--- src/sv/csfp_ram.sv ---
// Generic single-write, single-read synchronous RAM, registered read data.
// No dependencies.
module csfp_ram #(
  parameter int unsigned WIDTH = 8,
  parameter int unsigned DEPTH = 64
) (
  input  logic                     clk,
  input  logic                     we,
  input  logic [$clog2(DEPTH)-1:0] waddr,
  input  logic [WIDTH-1:0]         wdata,
  input  logic [$clog2(DEPTH)-1:0] raddr,
  output logic [WIDTH-1:0]         rdata
);

  logic [WIDTH-1:0] mem [DEPTH];

  always_ff @(posedge clk) begin
    if (we) begin
      mem[waddr] <= wdata;
    end
    rdata <= mem[raddr];
  end

endmodule

--- config.mk ---
export PLATFORM = sky130hd
export DESIGN_NAME = csfp_ram
export DESIGN_NICKNAME = d
export VERILOG_FILES = /design/src/sv/csfp_ram.sv
export SDC_FILE = /design/constraint.sdc
export NUM_CORES = 1
export LEC_CHECK = 0
export BUFFER_PORTS_ARGS = -buffer_cell sky130_fd_sc_hd__buf_4
export CAP_MARGIN = 40
export CORE_AREA = 2 2 228 230
export CTS_BUF_LIST = sky130_fd_sc_hd__clkbuf_8
export CTS_CLUSTER_DIAMETER = 50
export DETAILED_ROUTE_END_ITERATION = 8
export DIE_AREA = 0 0 230 232
export PLACE_DENSITY = 0.65
export SLEW_MARGIN = 20
export SYNTH_ARGS = -nofsm -noshare
export SYNTH_HDL_FRONTEND = slang
export SYNTH_SLANG_ARGS = --single-unit
export TNS_END_PERCENT = 10
--- constraint.sdc ---
create_clock -name clk -period 1.7 [get_ports clk]
set_input_delay 0.17 -clock clk [delete_from_list [all_inputs] [get_ports clk]]
set_output_delay 0.17 -clock clk [all_outputs]
set_load 0.01 [all_outputs]
* After elaboration in Yosys (flattened, before gate mapping) *
Memories as Yosys holds them, arrays and structs flattened. A register that Yosys moved wholly into a read port is not among the register bits.
Index checks and enable logic that the tools add are counted.
Widths: inputs -> output; s select.

storage, ports and cells
  RAM bits = 512
  input bits = 22
  memories = 1
  bits in read-only memories = 0
  output and inout port bits = 8
  bits in latches = 0
  logic and storage cells = 3
  flip-flop bits (word level) = 0

cells by class
  divide/modulo/power cells = 0
  add/sub/neg operators = 0
  multipliers = 0
  equality and inequality tests = 0
  bitwise operators = 0
  multiplexer cells = 2
  reductions and logical operators = 0
  shift operators = 0
  order comparisons = 0

memories
  memory  depth  bits a word  read ports  clocked after Yosys merged registers in  write ports  RTL line  source
  mem     64     8            1           1                                        1            15        logic [WIDTH-1:0] mem [DEPTH];

operator list
  cell    number
  $mux 1  2

* Longest topological paths before layout *
  depth after elaboration = 2
  mapped depth = 9
  depth with buffers taken out = 5

* Least setup slack after synthesis *
OpenSTA, ideal clock, no wires.

  path type = input to register
  from = input raddr[1]
  to = register rdata[3] (read register of mem)
  stages = 7
  path buffers = 3
  slack = -0.138 ns
  data arrival time = 1.710 ns
  path through = buf_4 buf_2 buf_2 mux4_2 mux4_2 o21ai_1 o41ai_1

RTL lines
  element          RTL line  source
  start, declared  11        input logic [$clog2(DEPTH)-1:0] raddr,
  end, declared    12        output logic [WIDTH-1:0] rdata

==> out/metrics.csv <==
metric,value,unit
status,finished with violations,
violated checks,setup timing,
vias post-DR,10300,
gr usage total,17.6,%
first-pass iteration count of the detailed router,5,
Worst Setup Start Kind,register,
clock network fraction of total power,39.8,%
"Largest stage delay, worst path",0.51,ns
"Cell Count, Final, Fillers Out",1936,
clk_skew,0.0263,ns
number of global-route vias before repair,10700,
Root Driver,clkbuf_8,
synth unique cells,40,
global-route wire length before repair,68600,um
Post-Syn Area,0.0202,sq mm
WS Path Type,register to register,
grt ovf,0,
Hold Crit Class,primary input to register,
Slew headroom,51.6,%
dpl hpwl,29900,um
Static Leak,8.06,nW
gpl congestion,0.819,
drt wl/cell,23.7,um
Max Root-Sink Buffers,3,
slowest CP cell,mux4_2,
antenna violations before repair,3,
worst hold slack,0.0512,ns
prevailing post-synth register cell,edfxtp_1,
vias per cell,5.33,
DIE WIDTH,230,um
worst vdd rail ir drop,542,uV
CP dominant cell by count,mux4_2,
Site Rows,83,
Critical Path AT,2.39,ns
Worst-path clk slew,0.06,ns
largest area contributor in the netlist,edfxtp_1,
multi-input logic area,0.00443,sq mm
CTS tree,built,
share of layout cells above drive strength 1,38.0,%
P_int,0.0206,W
MaxCap Viol Count,0,
Period minus WS final,1.87,ns
Ys Warns,0,
First DRT Iteration DRCs,1076,
worst-path fanout max,1,
Worst Max-Slew Pin Slew,0.725,ns
Hold Fails Final Rpt,0,
register area,0.0155,sq mm
Area Overhead vs Synth,20.4,%
period utilization,110,%
asr flop ratio synth,0,%
final WL,46000,um
Synth top area share,76.2,%
Post-CTS Repair Setup Buffers,0,
"flops & latches, synth",520,
post-route setup slack,-0.166,ns
Starting Density,39.6,%
io pins,30,
Gate power share,6.0,%
DR DRC count,0,
TritonCTS buffer count,82,
Placed Cells,1780,
"setup slack, reg-to-reg",-0.17,ns
most frequent cell after synthesis,edfxtp_1,
Post-synth EDFFs,512,
final net count,1210,
Setup Slack @ Placement,-0.577,ns
Fmax,536,MHz
port bufs,29,
Synth Area per Inst,21.5,sq um
largest net degree at the start of global routing,65,
Pwr per Cell Area,1080,mW/mm^2
Sw Pwr,0.00568,W
# clock sinks,520,
Final Max Tran Viols,0,
Seq pwr share,54.2,%
sequential share of the synthesized area,77.0,%
die height,232,um
Die ar.,0.0534,sq mm
Worst Path Required,2.23,ns
fillers,4192,
worst path cell trace,mux4_2 > mux4_2 > nor2_4 > nor3_2 > o2bb2ai_2,
setup TNS,-0.614,ns
CTS H-tree depth,3,
Worst-Skew Late Latency,0.64,ns
Worst setup EP type,register,
synth top area cells,"edfxtp_1, mux4_2, nor2_1",
syn_nets,962,
Core Area,0.0509,sq mm
"Setup violations, final",8,
Gate Count Post-Synth,940,
Commonest cells post-synth,"edfxtp_1, mux4_2, nor2_1",
Post-DRT Antenna Nets,0,
unrepaired setup endpoints after global routing,yes,
switch share,21.6,%
worst max-delay path, delay by kind of cell (launching register included):
| kind | cells | cell delay, ns |
|---|---|---|
| flops | 1 | 0.38 |
| mux | 2 | 1.01 |
| simple gates | 2 | 0.24 |
| compound gates | 1 | 0.14 |
state kept, by name, summed over array words and instances (netlist names):
name,count
mem,512
rdata,8
cells by family after synthesis:
kind of cell / share of synthesized area, %
flip-flops: 77.0
multiplexers: 15.9
AND/OR/NAND/NOR: 3.39
buffers and inverters: 1.57
AO/OA/AOI/OAI: 2.07
layout make-up:
cell class / instances / share of cell area, %
clock inverters: 67 / 1.98
multi-input cells: 369 / 18.2
diodes: 1 / 0.0103
clock buffers: 84 / 4.76
flip-flops and latches: 520 / 64.0
well taps: 680 / 3.50
repair buffers: 215 / 7.54
power groups by stage:
stage	sequential [W]	clock, W	combinational, W
after floorplan	0.0145	0	0.000767
after global placement	0.0145	0	0.00151
after detailed placement	0.0145	0	0.00154
after CTS	0.0142	0.0107	0.00159
after global routing	0.0142	0.0113	0.00168
final	0.0142	0.0105	0.00157
path summary, 6_finish.rpt:
check / startpoint / endpoint / cells past startpoint
setup / recovery: mem[11][1] / rdata[1] / 5
hold / removal: raddr[4] / rdata[7] / 3
setup reg to reg: mem[11][1] / rdata[1] / 5
hold reg to reg: mem[26][6] / rdata[6] / 3
placed cells by master, fill, tap and decap left out, drive strengths merged, types with 3 or more instances in the layout:
cell,synthesis,final
edfxtp,512,512
buf,34,210
mux4,126,126
clkbuf,17,85
nor2,83,83
clkinv,0,29
inv,0,25
mux2i,23,23
nand2,19,19
nor2b,14,14
nand3,13,13
mux2,13,13
o221ai,8,8
dfxtp,8,8
o22ai,8,8
nand2b,7,7
bufinv,0,7
nor3,7,7
clkinvlp,0,6
a221oi,6,6
a211oi,4,4
dlygate4sd3,0,4
o21ai,4,4
nand3b,3,3
a21oi,3,3
a22oi,3,3
o2111ai,3,3
o2bb2ai,3,3
routing by layer:
metal	up-vias	global-route usage, %	wire, um
met5	-	0	27
met1	5437	23.9	19200
met2	379	28.3	22300
met3	68	3.35	3090
met4	4	7.26	1290
li1	4440	-	-
metrics by stage:
stage          area (sq um)  util (%)  power [W]
2_1_floorplan         20200         -     0.0153
3_3_place_gp          22500      44.2     0.0160
3_5_place_dp          22500      44.2     0.0161
4_1_cts               24300      47.7     0.0265
5_1_grt               24300      47.7     0.0272
6_report              24300      47.7     0.0263
repair_timing:
item                                    CTS  global route
gates resized for setup                  23             3
hold buffers                              4             0
endpoints found under the setup margin    8             8
endpoints found under the hold margin    74             0
pin swaps                                 2             4
Note: power is estimated with default switching activity, not from simulation.
